<file path="config.mk">
export PLATFORM = sky130hd
export DESIGN_NAME = hbp_queue
export DESIGN_NICKNAME = d
export VERILOG_FILES = /design/src/design/hbp_pkg.sv /design/src/design/hbp_queue.sv
export SDC_FILE = /design/constraint.sdc
export NUM_CORES = 1
export LEC_CHECK = 0
export BUFFER_PORTS_ARGS = -buffer_cell sky130_fd_sc_hd__buf_2
export CORE_MARGIN = 3
export CORE_UTILIZATION = 57
export DETAILED_ROUTE_END_ITERATION = 8
export GPL_TIMING_DRIVEN = 0
export PLACE_DENSITY = 0.83
export SETUP_SLACK_MARGIN = 0.5
export SLEW_MARGIN = 20
export SYNTH_ARGS = -nofsm -noshare
export SYNTH_HDL_FRONTEND = slang
export SYNTH_SLANG_ARGS = --single-unit
</file>
<file path="constraint.sdc">
create_clock -name i_clk -period 2.95 [get_ports i_clk]
set_input_delay 0.59 -clock i_clk [delete_from_list [all_inputs] [get_ports i_clk]]
set_output_delay 0.59 -clock i_clk [all_outputs]
set_load 0.03 [all_outputs]
</file>
<file path="src/design/hbp_pkg.sv">
// Shared types and constants for the prefix-code bit packer.
package hbp_pkg;

    localparam int MAX_CODE_LEN = 32;
    localparam int SYMBOL_COUNT = 256;
    localparam int SYM_W        = 8;
    localparam int CODE_W       = 32;
    localparam int LEN_W        = 6;
    localparam int BYTE_W       = 8;
    // pending bits (at most 7) plus one full code word
    localparam int ACC_W        = CODE_W + BYTE_W - 1;
    localparam int TOT_W        = 6;
    localparam int QUEUE_DEPTH  = 4;
    localparam int QPTR_W       = $clog2(QUEUE_DEPTH);
    localparam int QCNT_W       = $clog2(QUEUE_DEPTH + 1);

    // operation codes
    localparam logic [1:0] OP_LOAD   = 2'd0;
    localparam logic [1:0] OP_ENCODE = 2'd1;
    localparam logic [1:0] OP_FLUSH  = 2'd2;

    typedef struct packed {
        logic [1:0]        op;
        logic [SYM_W-1:0]  symbol;
        logic [CODE_W-1:0] code_word;
        logic [LEN_W-1:0]  code_length;
    } t_in_item;

    typedef struct packed {
        logic [BYTE_W-1:0] out_byte;
        logic [2:0]        pad_bits;
        logic              last;
    } t_out_item;

    // one code table entry
    typedef struct packed {
        logic [LEN_W-1:0]  len;
        logic [CODE_W-1:0] code;
    } t_entry;

    // command passed from front to back
    typedef struct packed {
        logic              is_flush;
        logic [CODE_W-1:0] code;
        logic [LEN_W-1:0]  len;
    } t_cmd;

endpackage

</file>
<file path="src/design/hbp_queue.sv">
// Short command queue between front and back.
module hbp_queue
    import hbp_pkg::*;
(
    input  logic i_clk,
    input  logic i_rst_n,
    input  logic i_push,
    input  t_cmd i_cmd,
    output logic o_full,
    input  logic i_pop,
    output logic o_valid,
    output t_cmd o_cmd
);

    t_cmd              r_buf [QUEUE_DEPTH];
    logic [QPTR_W-1:0] r_wr;
    logic [QPTR_W-1:0] r_rd;
    logic [QCNT_W-1:0] r_cnt;

    logic w_push;
    logic w_pop;

    assign o_full  = (r_cnt == QCNT_W'(QUEUE_DEPTH));
    assign o_valid = (r_cnt != '0);
    assign o_cmd   = r_buf[r_rd];
    assign w_push  = i_push && !o_full;
    assign w_pop   = i_pop && o_valid;

    // pointers and fill count
    always_ff @(posedge i_clk) begin
        if (!i_rst_n) begin
            r_wr  <= '0;
            r_rd  <= '0;
            r_cnt <= '0;
        end else begin
            if (w_push) begin
                r_wr <= r_wr + 1'b1;
            end
            if (w_pop) begin
                r_rd <= r_rd + 1'b1;
            end
            if (w_push && !w_pop) begin
                r_cnt <= r_cnt + 1'b1;
            end else if (w_pop && !w_push) begin
                r_cnt <= r_cnt - 1'b1;
            end
        end
    end

    // storage
    always_ff @(posedge i_clk) begin
        if (w_push) begin
            r_buf[r_wr] <= i_cmd;
        end
    end

endmodule

</file>
# == Word level (Yosys, flattened, before mapping) ==
# Memories as Yosys holds them, arrays and structs flattened. A register that Yosys moved wholly into a read port is not among the register bits.
# Cells that the tools add are included.
# word_totals
ramBits,156
input_bits,43
memories,1
latchBits,0
rom_bits,0
elab_cells,24
output_inout_bits,41
regBits,7
# memory_table
name,words,width,rd,rd_ports_with_merged_regs,wr,line,rtl
r_buf,4,39,1,1,1,hbp_queue.sv:15,t_cmd r_buf [QUEUE_DEPTH];
# classes
n_mux,6
shifts,0
eq_ne,1
n_div,0
add_sub_neg,4
magnitude_cmp,0
bitwise,0
n_mul,0
reduce_logical,9
# op_table
operator,n
$mux W3,2
$add A2 B1 Y2 const B,2
$logic_and A1 B1 Y1,4
$mux W2,2
$add A3 B1 Y3 const B,1
$eq A3 B3 Y1 const B,1
$logic_not A1 Y1,3
$reduce_bool A3 Y1,1
$sub A3 B1 Y3 const B,1
$mux W1,2
$reduce_bool A2 Y1,1

# == Logic depth before layout (Yosys ltp) ==
# depth
ltp_word,7
ltp_mapped,9
depth_no_buf,8

# == Least setup slack after synthesis ==
# No wires, ideal clock.
# synth_path
path_kind,reg2reg
startpoint,reg r_cnt[0]
endpoint,"mem r_buf[0][0] (netlist bit), enable pin"
slack_ns,0.704
path_stages_with_launch,5
t_required_ns,2.550
setup_ns,0.400
path_buffers,1
synth_period_minus_slack_ns,2.246
arrival_ns,1.846
path_cell_list,dfxtp_1 nor3b_2 nor2b_1 buf_2 and2_1
# synth_via
elab_chain_cells,5
# synth_rtl
item,line,rtl
"start, declared",hbp_queue.sv:18,logic [QCNT_W-1:0] r_cnt;
"start signal, assigned",hbp_queue.sv:43,r_cnt <= r_cnt + 1'b1;
"start signal, assigned",hbp_queue.sv:45,r_cnt <= r_cnt - 1'b1;
$eq A3 B3 Y1,hbp_queue.sv:23,assign o_full = (r_cnt == QCNT_W'(QUEUE_DEPTH));
named net o_full,hbp_queue.sv:9,"output logic o_full,"
$logic_not A1 Y1,hbp_queue.sv:26,assign w_push = i_push && !o_full;
$logic_and A1 B1 Y1,hbp_queue.sv:26,
named net w_push,hbp_queue.sv:20,logic w_push;
$mux W1,hbp_queue.sv:52,if (w_push) begin
$mux W1 (not written as such),hbp_queue.sv:53,r_buf[r_wr] <= i_cmd;
"end, declared",hbp_queue.sv:15,
# The timed path passes the listed nets, and every way through them passes these cells.

==> run summary <==
Outcome - complete, no violations
CP Launch Type - flip-flop
Vias in the first global route - 3017
Ratio of cells with drive above 1 in the final layout - 46.5%
Number of buffers added on ports - 82
Yosys top cell area share - 76.8%
Post-Syn Area - 6100 µm²
Cells after synthesis - 251
Die Wd - 109 µm
Worst Setup End Kind - output port
RSZ-0062 raised after global routing - yes
Cell taking the most area after synthesis - edfxtp_1
Mean Syn Cell Area - 24.3 µm²
Root Driver - clkbuf_8
DP HPWL - 6.59 mm
Count leader, synth - edfxtp_1
M1 wire length - 4.18 mm
Antenna Cells - 0
Top cells by count, synth - edfxtp_1 (156), mux4_2 (39), dfxtp_1 (9), and2_1 (8), ha_1 (5)
Worst Path Required - 2.36 ns
Syn_nets - 300
Die footprint - 12000 µm²
Seq cells post-synth - 165
Multi-input logic area - 1170 µm²
Power density over the cells - 950 nW/µm²
Worst IR drop on VDD - 0.462 mV
Slew margin rel. - 58.6%
CP Max Fanout - 5
Worst Tran Pin Value - 0.621 ns
Routed length on met2 - 5.82 mm
Final hold vios - 0
Synthesis-to-finish area growth - 23.8%
WL met3 - 589 µm
Clk sink count - 165
Worst Reg2Reg Path Length in Cells - 9
Total gr overflow - 0
First-pass GRT wire length - 16.3 mm
Clock Skews - 0.00884 ns
Internal power - 0.00504 W
Final net count - 408
Fillers - 608
WL/cell - 21.2 µm
Logic gate share of total power - 30.7%
Tmin final - 2.45 ns
Initial antenna violation count - 2
CTS clk-pin slew, worst paths - 0.06 ns
Row count - 37
Switching share of power - 29.7%
Seq/Total Area, Yosys - 79.7%
Synth top area cells - edfxtp_1 (77%), mux4_2 (14%), dfxtp_1 (3.0%)
Initial DRC count - 159
Vias/cell - 5.65
Setup violators final - 0
Placed Area - 6800 µm²
Ys Warns - 0
Worst skew pair latency - 0.51 ns
Register area - 4870 µm²
Post-synth ARST share - 0%
Leakage power - 2.60 nW
Unique masters post-synth - 22
Total wire length - 10.8 mm
Max Used Layer - met5
Post-synth EDFFs - 156
Final Non-Filler Cells - 508
Worst Hold Class - input pin to flip-flop
Dpl cells - 473
Gpl congestion - 0.741
Critical path arrival - 1.86 ns
# H-tree levels - 4
# Max-Cap Violations - 0
Die Height - 109 µm
Slew Viols, Final - 0
P_sw - 0.00213 W
Clk buf depth - 2
Starting density of the core - 58.8%
Post-synth top flop - edfxtp_1
Remaining DRCs - 0
ANT nets after route - 0
Clk pwr share - 28.2%
Via count - 2869
# IOs - 84
Tcrit/Tclk final - 83.0%
CTS buffer count - 17
Design area - 7560 µm²
Hold depth - 1
CTS tree - built
Core area - 10400 µm²
CP Class - flip-flop to output port
Gr usage total - 19.3%
Max frequency - 408 MHz
Pre-antenna DRT Iters - 6
Register share of total power - 41.2%
Largest net degree at the start of global routing - 21
==> layout make-up <==
class | count | area share (%)
clock inverters | 15 | 1.85
well taps | 136 | 2.25
plain buffers | 10 | 1.37
repair buffers | 89 | 9.02
inverters | 3 | 0.149
multi-input cells | 73 | 15.4
flip-flops and latches | 165 | 64.4
clock buffers | 17 | 5.48
==> kinds of logic (layout without fill, tap and decap cells) <==
group	count (synthesis)	count (layout)	share of synthesized area, %
simple gates	17	17	1.68
compound gates	4	4	0.554
mux	42	42	14.9
fa+ha+maj	6	6	1.35
flops	165	165	79.7
xor+xnor	4	4	0.574
buf+inv	13	134	1.23
==> state kept, by name (all words and copies together), names as in the netlist, named ones only <==
register and flops:
r_wr 2, r_buf 156, r_rd 2, r_cnt 3
==> repair_timing <==
item	4_1_cts	5_1_grt
gates resized for setup	30	27
endpoints found under the hold margin	0	0
setup endpoints to repair	35	34
pin swaps	0	0
setup buffers	2	0
hold buffers	0	0
cloned	0	1
==> cell usage in the layout (no fill, tap or decap) <==
cell type	instances
a21boi_0	1
and2_1	4
and2_2	4
buf_12	3
buf_16	4
buf_2	65
buf_4	3
buf_6	19
buf_8	1
bufinv_16	2
clkbuf_1	1
clkbuf_16	17
clkbuf_2	2
clkbuf_8	1
clkinv_1	3
clkinv_2	4
clkinv_4	3
clkinvlp_4	3
dfxtp_1	8
dfxtp_4	1
edfxtp_1	156
fa_1	1
ha_1	5
inv_1	3
mux2i_1	3
mux4_2	39
nand2_1	4
nor2b_1	2
nor3b_2	1
o21ai_0	1
o311ai_1	1
o31ai_2	1
or3_1	2
xnor2_1	3
xor2_1	1
==> final timing paths <==
check,start,to,slack (ns)
setup / recovery,flip-flop,o_cmd[15],0.50
hold / removal,i_cmd[31],r_buf[1][31],0.29
setup reg to reg,r_cnt[0],r_cnt[2],0.73
hold reg to reg,r_wr[1],r_wr[1],0.52
==> through the flow <==
stage / hold WS, ns / setup TNS, ns / setup slack [ns] / power, W / utilization [%]
floorplan: 0.468 / 0 / 0.704 / 0.00439 / -
global placement: 0.477 / -6.08 / -0.0470 / 0.00485 / 64.4
detailed placement: 0.516 / 0 / 0.625 / 0.00494 / 65.6
CTS: 0.264 / 0 / 0.469 / 0.00712 / 72.0
global route: 0.271 / 0 / 0.446 / 0.00749 / 72.9
finish: 0.287 / 0 / 0.500 / 0.00718 / 72.9
==> routing by layer <==
layer | track usage, % | up-vias
met4 | 8.55 | 4
met1 | 24.2 | 1484
met3 | 5.46 | 19
met2 | 31.8 | 91
li1 | - | 1271
met5 | 0 | -
==> power by group through the flow <==
stage | Clock, W | Sequential (W) | Combinational, W
floorplan | 0 | 0.00296 | 0.00142
global placement | 0 | 0.00298 | 0.00186
detailed placement | 0 | 0.00299 | 0.00195
CTS | 0.00205 | 0.00296 | 0.00211
global route | 0.00216 | 0.00298 | 0.00235
finish | 0.00202 | 0.00295 | 0.00220
==> worst max-delay path: stages, from the launching register on <==
cell and delay, ns:
dfxtp_4 0.38, buf_12 0.13, clkbuf_16 0.15, mux4_2 0.53
buf_6 0.16
Note: power is estimated with default switching activity, not from simulation.
