===== src/design/hbp_pkg.sv =====
// Shared types and constants for the prefix-code bit packer.
package hbp_pkg;

    localparam int MAX_CODE_LEN = 32;
    localparam int SYMBOL_COUNT = 256;
    localparam int SYM_W        = 8;
    localparam int CODE_W       = 32;
    localparam int LEN_W        = 6;
    localparam int BYTE_W       = 8;
    // pending bits (at most 7) plus one full code word
    localparam int ACC_W        = CODE_W + BYTE_W - 1;
    localparam int TOT_W        = 6;
    localparam int QUEUE_DEPTH  = 4;
    localparam int QPTR_W       = $clog2(QUEUE_DEPTH);
    localparam int QCNT_W       = $clog2(QUEUE_DEPTH + 1);

    // operation codes
    localparam logic [1:0] OP_LOAD   = 2'd0;
    localparam logic [1:0] OP_ENCODE = 2'd1;
    localparam logic [1:0] OP_FLUSH  = 2'd2;

    typedef struct packed {
        logic [1:0]        op;
        logic [SYM_W-1:0]  symbol;
        logic [CODE_W-1:0] code_word;
        logic [LEN_W-1:0]  code_length;
    } t_in_item;

    typedef struct packed {
        logic [BYTE_W-1:0] out_byte;
        logic [2:0]        pad_bits;
        logic              last;
    } t_out_item;

    // one code table entry
    typedef struct packed {
        logic [LEN_W-1:0]  len;
        logic [CODE_W-1:0] code;
    } t_entry;

    // command passed from front to back
    typedef struct packed {
        logic              is_flush;
        logic [CODE_W-1:0] code;
        logic [LEN_W-1:0]  len;
    } t_cmd;

endpackage


===== src/design/hbp_back.sv =====
// Back end: bit accumulator that emits one packed byte per cycle while the output is free.
module hbp_back
    import hbp_pkg::*;
(
    input  logic      i_clk,
    input  logic      i_rst_n,
    input  logic      i_cmd_valid,
    input  t_cmd      i_cmd,
    output logic      o_pop,
    output logic      o_out_valid,
    output t_out_item o_out,
    input  logic      i_out_ready
);

    // bits below r_total in r_acc are pending, the rest is don't-care
    logic [ACC_W-1:0] r_acc;
    logic [TOT_W-1:0] r_total;
    logic             r_out_valid;
    t_out_item        r_out;

    logic             w_free;
    logic             w_emit_enc;
    logic             w_pop_enc;
    logic             w_pop_fl;
    logic             w_emit_fl;
    logic [TOT_W-1:0] w_teff;
    logic [TOT_W-1:0] n_total;
    logic [ACC_W-1:0] n_acc;
    logic [ACC_W-1:0] w_shr;
    logic [ACC_W-1:0] w_shl;

    assign w_free     = !r_out_valid || i_out_ready;
    assign w_emit_enc = (r_total >= TOT_W'(BYTE_W)) && w_free;
    assign w_teff     = w_emit_enc ? (r_total - TOT_W'(BYTE_W)) : r_total;

    // next command may enter once fewer than a byte of bits remains
    assign w_pop_enc = i_cmd_valid && !i_cmd.is_flush && (w_teff < TOT_W'(BYTE_W));
    assign w_pop_fl  = i_cmd_valid && i_cmd.is_flush && (r_total < TOT_W'(BYTE_W)) && w_free;
    assign w_emit_fl = w_pop_fl && (r_total != '0);
    assign o_pop     = w_pop_enc || w_pop_fl;

    assign w_shr = r_acc >> (r_total - TOT_W'(BYTE_W));
    assign w_shl = r_acc << (TOT_W'(BYTE_W) - r_total);

    always_comb begin
        n_acc   = r_acc;
        n_total = w_teff;
        if (w_pop_enc) begin
            n_acc   = (r_acc << i_cmd.len) | ACC_W'(i_cmd.code);
            n_total = w_teff + i_cmd.len;
        end else if (w_pop_fl) begin
            n_total = '0;
        end
    end

    // accumulator state
    always_ff @(posedge i_clk) begin
        if (!i_rst_n) begin
            r_total <= '0;
        end else begin
            r_total <= n_total;
        end
    end

    always_ff @(posedge i_clk) begin
        r_acc <= n_acc;
    end

    // output register
    always_ff @(posedge i_clk) begin
        if (!i_rst_n) begin
            r_out_valid <= 1'b0;
        end else if (w_emit_enc || w_emit_fl) begin
            r_out_valid <= 1'b1;
        end else if (i_out_ready) begin
            r_out_valid <= 1'b0;
        end
    end

    always_ff @(posedge i_clk) begin
        if (w_emit_enc) begin
            r_out.out_byte <= w_shr[BYTE_W-1:0];
            r_out.pad_bits <= '0;
            r_out.last     <= (w_teff < TOT_W'(BYTE_W));
        end else if (w_emit_fl) begin
            r_out.out_byte <= w_shl[BYTE_W-1:0];
            r_out.pad_bits <= 3'(TOT_W'(BYTE_W) - r_total);
            r_out.last     <= 1'b1;
        end
    end

    assign o_out_valid = r_out_valid;
    assign o_out       = r_out;

endmodule


===== config.mk =====
export PLATFORM = sky130hd
export DESIGN_NAME = hbp_back
export DESIGN_NICKNAME = d
export VERILOG_FILES = /design/src/design/hbp_pkg.sv /design/src/design/hbp_back.sv
export SDC_FILE = /design/constraint.sdc
export NUM_CORES = 1
export LEC_CHECK = 0
export BUFFER_PORTS_ARGS = -buffer_cell sky130_fd_sc_hd__clkbuf_2
export CAP_MARGIN = 20
export CORE_UTILIZATION = 50
export DETAILED_ROUTE_END_ITERATION = 7
export PLACE_DENSITY = 0.74
export SYNTH_ARGS = -nofsm -noshare
export SYNTH_HDL_FRONTEND = slang
export SYNTH_SLANG_ARGS = --single-unit

===== constraint.sdc =====
create_clock -name i_clk -period 3.2 [get_ports i_clk]
set_clock_uncertainty 0.15 [all_clocks]
set_input_delay 0.32 -clock i_clk [delete_from_list [all_inputs] [get_ports i_clk]]
set_output_delay 0.32 -clock i_clk [all_outputs]
set_load 0.01 [all_outputs]

# Yosys cells after proc, flatten, opt, wreduce, memory -nomap -nowiden
# Index checks and enable logic that the tools add are counted.
# classes
addsub,3
n_lt_le_gt_ge,3
shift,3
n_mux,7
n_bitwise,1
n_reduce_logical,15
# op_table
operator,count
$or 39x32->39,1
$shl 39x6->39,1
$shl 39x6->8,1
$shr 39x6->8,1
$mux 12,2
$mux 6,3
$lt 6x4->1 const B,2
$logic_and 1x1->1,7
$add 6x6->6,1
$ge 6x4->1 const B,1
$reduce_bool 6->1,1
$sub 4x6->6 const A,1
$sub 6x4->6 const B,1
$reduce_bool 2->1,2
$logic_or 1x1->1,3
$logic_not 1->1,2
$mux 1,2
# totals
reg_bits,58
in_bits,43
output_inout_bits,14
word_cells,38

# Depth between registers and ports, before layout
# Gate-level depths: netlist of the first run.
# depth
depth_word,7
mapped_depth,12
depth_no_buf,9

# Worst setup path after synthesis of the first run
# Ideal clock, no wire load.
# synth_path
path_type,register to register
start,reg r_total[3]
end,reg r_acc[0] (enable)
setup_time_ns,0.391
t_arrival_ns,2.866
required_time_ns,2.659
setup_slack_ns,-0.207
stages_incl_launch_ff,10
n_path_buf,3
period_less_slack_ns,3.407
cell_sequence,dfxtp_1 > buf_2 > clkinv_1 > clkbuf_1 > ha_1 > clkbuf_1 > and3_1 > o21a_1 > nand2_1 > inv_1
# synth_between
elab_chain_cells,5
# synth_lines
item,line,rtl
start: declaration,hbp_back.sv:17,logic [TOT_W-1:0] r_total;
start signal: assignment,hbp_back.sv:61,r_total <= n_total;
$ge 6x4->1,hbp_back.sv:33,assign w_emit_enc = (r_total >= TOT_W'(BYTE_W)) && w_free;
$logic_and 1x1->1,hbp_back.sv:33,
$mux 6 (*),hbp_back.sv:34,assign w_teff = w_emit_enc ? (r_total - TOT_W'(BYTE_W)) : r_total;
$lt 6x4->1 (*),hbp_back.sv:37,assign w_pop_enc = i_cmd_valid && !i_cmd.is_flush && (w_teff < TOT_W'(BYTE_W));
$logic_and 1x1->1 (*),hbp_back.sv:37,
via w_pop_enc,hbp_back.sv:23,logic w_pop_enc;
end signal: assignment,hbp_back.sv:66,r_acc <= n_acc;
end: declaration,hbp_back.sv:16,logic [ACC_W-1:0] r_acc;
# Mark *: on every way through the listed nets, which the timed path passes. The rest lies on a longest branch.
# A chain may end at the register's enable or synchronous reset.

# Final worst setup path of the first run
# layout_path
start,reg r_total[3]
end,out o_pop
# layout_between
elab_chain_cells,6
# layout_lines
item,line,rtl
$ge 6x4->1,hbp_back.sv:33,
$logic_and 1x1->1,hbp_back.sv:33,
$mux 6,hbp_back.sv:34,
$lt 6x4->1,hbp_back.sv:37,
$logic_and 1x1->1,hbp_back.sv:37,
$logic_or 1x1->1 (*),hbp_back.sv:40,assign o_pop = w_pop_enc || w_pop_fl;
end: declaration,hbp_back.sv:9,"output logic o_pop,"
# Mark *: on every way between the ends. The rest lies on a longest branch, timed or not.

==> results of run 1 <==
[worst max-delay path by stage]
stage / from / endpoint / cells after the start
after CTS: r_total[3]$_SDFF_PN0_ / r_total[5]$_SDFF_PN0_ / 8
final: r_total[3]$_SDFF_PN0_ / o_pop / 7
after global routing: r_total[3]$_SDFF_PN0_ / r_total[5]$_SDFF_PN0_ / 8
after global placement: r_total[1]$_SDFFE_PN0P_ / o_out[11]$_DFFE_PP_ / 7
after detailed placement: r_total[3]$_SDFF_PN0_ / r_total[5]$_SDFF_PN0_ / 8
after floorplan: r_total[3]$_SDFF_PN0_ / r_acc[0]$_DFFE_PP_ / 9
[routing by layer]
metal,track usage (%),vias to the layer above,wire length (µm)
met2,52.3,399,10000
li1,-,2592,-
met4,19.7,0,1080
met5,0,-,0
met1,42.6,2935,8030
met3,6.28,81,1990
[cells in the final DEF, fill, tap and decap left out, types with 8 or more instances in the layout]
master / netlist / final
mux2i_1: 72 / 72
nand2_1: 61 / 61
mux4_2: 60 / 60
clkbuf_2: 0 / 56
edfxtp_1: 48 / 48
nor2_1: 37 / 37
mux2_2: 32 / 32
a21oi_1: 25 / 25
o21ai_0: 23 / 23
nand3_1: 20 / 20
buf_4: 5 / 20
o211ai_1: 14 / 14
nor3_1: 12 / 12
inv_1: 12 / 11
o21bai_1: 10 / 10
ha_1: 10 / 10
a21o_1: 9 / 9
clkbuf_16: 0 / 9
nand2b_1: 8 / 8
a31oi_1: 8 / 8
dfxtp_1: 10 / 8
[critical path: stages, from the launching register on]
cell      delay (ps)
dfxtp_1          470
clkinv_1         180
ha_1             280
o21a_1           250
o22ai_1          420
nand2_1          270
nand2_1          130
clkbuf_2         140
[cell type report]
class | count | area [µm²] | area share [%]
multi-input combinational | 509 | 4560 | 62.4
sequential | 58 | 1640 | 22.5
timing repair buffer | 79 | 490 | 6.72
clock buffer | 9 | 225 | 3.08
tap | 172 | 215 | 2.95
clock inverter | 7 | 101 | 1.39
inverter | 17 | 67.6 | 0.925
[cell families after synthesis]
group	count (synthesis)	share of synthesized area [%]
buf+inv	78	5.26
compound gates	147	15.6
fa+ha+maj	11	2.22
flops	58	25.1
simple gates	177	12.7
xor+xnor	7	0.937
mux	167	38.2
[power by group]
group          switching [W]  total (W)  internal (W)  leakage [nW]
Combinational        0.00141    0.00254       0.00112          2.02
Sequential          0.000274    0.00134       0.00107         0.528
Clock               0.000414    0.00110      0.000687         0.152
[metrics by stage]
stage	area [µm²]	total power, W	setup slack [ps]	utilization, %
2_1_floorplan	6550	0.00311	28.6	-
3_3_place_gp	6980	0.00376	437	55.1
3_5_place_dp	6980	0.00384	404	55.1
4_1_cts	7300	0.00493	314	57.6
5_1_grt	7300	0.00523	99.0	57.6
6_report	7300	0.00498	253	57.6
[flip-flops by register name, summed over array words and instances, names as in the netlist]
name and flops:
r_acc 39, o_out 12, r_total 6, o_out_valid 1
==> results.sh, run 1 <==
export IMPL_min_path_type="primary input to flip-flop"
export IMPL_postCtsSetupRepairBufs=0
export IMPL_grt_max_degree=55
export IMPL_reg2reg_setup_slack_ps=310
export IMPL_clock_fmax_mhz=339
export IMPL_drc=0
export IMPL_r2r_start="r_total[3]$_SDFF_PN0_"
export IMPL_dieHeight_um=116
export IMPL_syn2layout_area_growth_pct=11.6
export IMPL_dieArea_mm2=0.0136
export IMPL_grt_ovfl_total=0
export IMPL_cts_made_buffers=9
export IMPL_ys_seq_elements=58
export IMPL_top_level_ports=57
export IMPL_tightest_slew_ps=739
export IMPL_hold_viol=0
export IMPL_dpl_hpwl_mm=15.6
export IMPL_reg2reg_depth=8
export IMPL_drive_above_1_share_pct=30.0
export IMPL_synthArstFlopShare_pct=0
export IMPL_core_area_mm2=0.0127
export IMPL_end_kind="primary output"
export IMPL_synth_edf_count=48
export IMPL_clk_pin_slew_ps=60
export IMPL_clk_path_buf_depth=2
export IMPL_critPathKind="flip-flop to primary output"
export IMPL_cp_arrival_ps=2480
export IMPL_cts_sinks=58
export IMPL_setup_viol=0
export IMPL_holdBufCountCts=0
export IMPL_leakagePower_nw=2.70
export IMPL_die_w_um=116
export IMPL_status="finished clean"
export IMPL_grt_use_total_pct=33.2
export IMPL_max_cap_viol_count=0
export IMPL_syn_area_mm2=0.00655
export IMPL_yosysMostFrequentCell="mux2i_1"
export IMPL_hold_depth=3
export IMPL_synth_area_leaders="edfxtp_1, mux4_2, mux2i_1"
export IMPL_max_slew_margin_rel_pct=50.3
export IMPL_port_buffers=56
export IMPL_avgSynthCellArea_um2=10.1
export IMPL_fin_crit_sh_pct=92.1
export IMPL_grt_pass1_wl_mm=33.1
export IMPL_clock_latency_ps=350
export IMPL_grt_pass1_vias=5951
export IMPL_yosys_warnings=0
export IMPL_syn_nets=699
export IMPL_dp_cells=835
export IMPL_synth_commonest_cells="mux2i_1, nand2_1, mux4_2"
export IMPL_yosys_area_top_type="edfxtp_1"
export IMPL_hp_start="i_rst_n"
export IMPL_vias=6007
export IMPL_finalWeightedCongestion=1.01
export IMPL_cp_max_fo=8
export IMPL_yosys_cell_types_count=60
export IMPL_ant_nets=0
export IMPL_rows=41
export IMPL_n_antenna_cell=0
export IMPL_holdPathEnd="r_total[5]$_SDFF_PN0_"
export IMPL_drv_slew=0
export IMPL_final_nets=728
export IMPL_cts_htree_levels=3
export IMPL_ctsRootBufferMaster="clkbuf_16"
export IMPL_wl_per_cell_um=24.8
export IMPL_synth_top_area_share_pct=22.0
export IMPL_min_period_ps=2950
export IMPL_nFillCells=1102
export IMPL_drtIter0Drc=683
export IMPL_tritoncts="built"
export IMPL_antenna_found_initial=0
export IMPL_start_kind="flip-flop"
export IMPL_dr_pass1_iters=7
export IMPL_hold_ws_ps=55.0
export IMPL_drt_total_wl_mm=21.1
export IMPL_cts_resized=0
export IMPL_p_per_area_mw_per_mm2=682
export IMPL_peakVddDrop_v=0.000344
export IMPL_synth_cells=645
export IMPL_fin_tns_setup_ps=0
export IMPL_rsz0062_at_grt="false"
export IMPL_required_ps=2730
export IMPL_viasPerCell=7.06
export IMPL_synth_flop_cell="edfxtp_1"
export IMPL_ys_seq_area_share_pct=25.1
export IMPL_fin_cells=851
export IMPL_r2r_end="r_total[5]$_SDFF_PN0_"
export IMPL_initial_core_util_pct=51.7
Power figures use the tool's default switching activity.
==> run 2, diff against run 1 <==
SETUP_SLACK_MARGIN = 0.5   (was unset)
==> results.sh, run 2 (synthesis results as in run 1) <==
export IMPL_max_slew_margin_rel_pct=56.6
export IMPL_clock_fmax_mhz=379
export IMPL_final_nets=731
export IMPL_p_per_area_mw_per_mm2=692
export IMPL_nFillCells=1101
export IMPL_cts_htree_levels=3
export IMPL_max_cap_viol_count=0
export IMPL_clock_latency_ps=350
export IMPL_rows=41
export IMPL_drtIter0Drc=830
export IMPL_holdBufCountCts=0
export IMPL_reg2reg_depth=6
export IMPL_status="finished clean"
export IMPL_dieHeight_um=116
export IMPL_holdPathEnd="r_total[5]$_SDFF_PN0_"
export IMPL_vias=6003
export IMPL_postCtsSetupRepairBufs=0
export IMPL_final_cell_mix="mux2i_1, nand2_1, mux4_2"
export IMPL_hp_start="i_rst_n"
export IMPL_tightest_slew_ps=648
export IMPL_reg2reg_setup_slack_ps=560
export IMPL_largest_register="r_acc"
export IMPL_cp_max_fo=48
export IMPL_r2r_start="r_total[1]$_SDFFE_PN0P_"
export IMPL_min_path_type="primary input to flip-flop"
export IMPL_fin_tns_setup_ps=0
export IMPL_core_area_mm2=0.0127
export IMPL_cp_arrival_ps=2570
export IMPL_rsz0062_at_grt="true"
export IMPL_dpl_hpwl_mm=15.2
export IMPL_hold_viol=0
export IMPL_grt_max_degree=49
export IMPL_largest_register_ff_count=39
export IMPL_grt_pass1_wl_mm=32.3
export IMPL_grt_use_total_pct=32.0
export IMPL_syn2layout_area_growth_pct=12.8
export IMPL_critPathKind="flip-flop to flip-flop"
export IMPL_r2r_end="o_out[10]$_DFFE_PP_"
export IMPL_min_period_ps=2640
export IMPL_peakVddDrop_v=0.000407
export IMPL_drc=0
export IMPL_viasPerCell=7.03
export IMPL_grt_pass1_vias=5686
export IMPL_final_common_cell="mux2i_1"
export IMPL_tritoncts="built"
export IMPL_cts_made_buffers=9
export IMPL_dp_cells=838
export IMPL_required_ps=3130
export IMPL_drive_above_1_share_pct=31.2
export IMPL_hold_depth=3
export IMPL_finalWeightedCongestion=0.970
export IMPL_wl_per_cell_um=24.3
export IMPL_clk_pin_slew_ps=50
export IMPL_fin_crit_sh_pct=82.5
export IMPL_dr_pass1_iters=5
export IMPL_drv_slew=0
export IMPL_leakagePower_nw=2.73
export IMPL_ctsRootBufferMaster="clkbuf_16"
export IMPL_n_antenna_cell=0
export IMPL_dieArea_mm2=0.0136
export IMPL_start_kind="flip-flop"
export IMPL_setup_viol=0
export IMPL_initial_core_util_pct=51.7
export IMPL_ant_nets=0
export IMPL_port_buffers=56
export IMPL_clk_path_buf_depth=2
export IMPL_top_level_ports=57
export IMPL_end_kind="flip-flop"
export IMPL_grt_ovfl_total=0
export IMPL_drt_total_wl_mm=20.7
export IMPL_antenna_found_initial=0
export IMPL_fin_cells=854
export IMPL_die_w_um=116
export IMPL_cts_sinks=58
[run 2: changes by cell type in the layout (fill, tap and decap cells not counted), sizes merged]
cell      before  now
buf           23   26
clkbuf        65   67
clkinvlp       3    1
inv           15   14
bufinv         2    3
[run 2: layout make-up]
| type | count | area [µm²] | share of cell area, % |
|---|---|---|---|
| clock buffer | 11 | 233 | 3.15 |
| clock inverter | 5 | 103 | 1.39 |
| inverter | 17 | 72.6 | 0.983 |
| multi-input combinational | 509 | 4600 | 62.4 |
| sequential | 58 | 1650 | 22.3 |
| tap | 172 | 215 | 2.92 |
| timing repair buffer | 82 | 508 | 6.88 |
[run 2: worst max path at each step]
| stage | cells past startpoint | startpoint | slack [ps] | to |
|---|---|---|---|---|
| finish | 6 | r_total[1]$_SDFFE_PN0P_ | 560 | o_out[10]$_DFFE_PP_ |
| global route | 6 | o_out_valid$_SDFFE_PN0P_ | 480 | o_pop |
| CTS | 7 | r_total[3]$_SDFF_PN0_ | 450 | o_pop |
| detailed placement | 8 | r_total[3]$_SDFF_PN0_ | 430 | r_total[5]$_SDFF_PN0_ |
| global placement | 6 | r_total[0]$_SDFFE_PN0P_ | 480 | o_out[10]$_DFFE_PP_ |
| floorplan | 11 | r_total[0]$_SDFFE_PN0P_ | 530 | o_out[11]$_DFFE_PP_ |
[run 2: per-stage QoR]
step                      cell area (µm²)  total power (W)  hold WS [ps]  worst slack [ps]  util [%]
after floorplan                      6600          0.00318           278               530         -
after global placement               7010          0.00379           335               483      55.3
after detailed placement             7010          0.00385           339               430      55.3
after CTS                            7350          0.00501          48.9               447      58.0
after global routing                 7380          0.00537          73.4               476      58.3
final                                7380          0.00511          56.3               560      58.3
[run 2: metal layers]
| metal | GRT usage, % | wire [µm] |
|---|---|---|
| met1 | 41.3 | 8090 |
| met5 | 0 | 0 |
| met3 | 6.64 | 1900 |
| met2 | 52.3 | 9950 |
| met4 | 13.8 | 777 |
[run 2: repair_timing]
action                                 CTS  global route
endpoints found under the hold margin    0             0
pin swaps                                0             1
gates cloned                             0             0
setup endpoints to repair               36            37
gates resized for setup                  3            10
[run 2: critical path: stages, from the launching register on]
cell     delay (ps)
dfxtp_2         360
buf_12          280
mux2i_1         340
mux2i_1         170
mux4_2          480
mux2_4          270
a211o_1         310
[run 2: where the power goes]
| part | switching [W] | internal, W |
|---|---|---|
| Sequential | 0.000255 | 0.00107 |
| Combinational | 0.00146 | 0.00119 |
| Clock | 0.000383 | 0.000760 |
| Total | 0.00210 | 0.00302 |
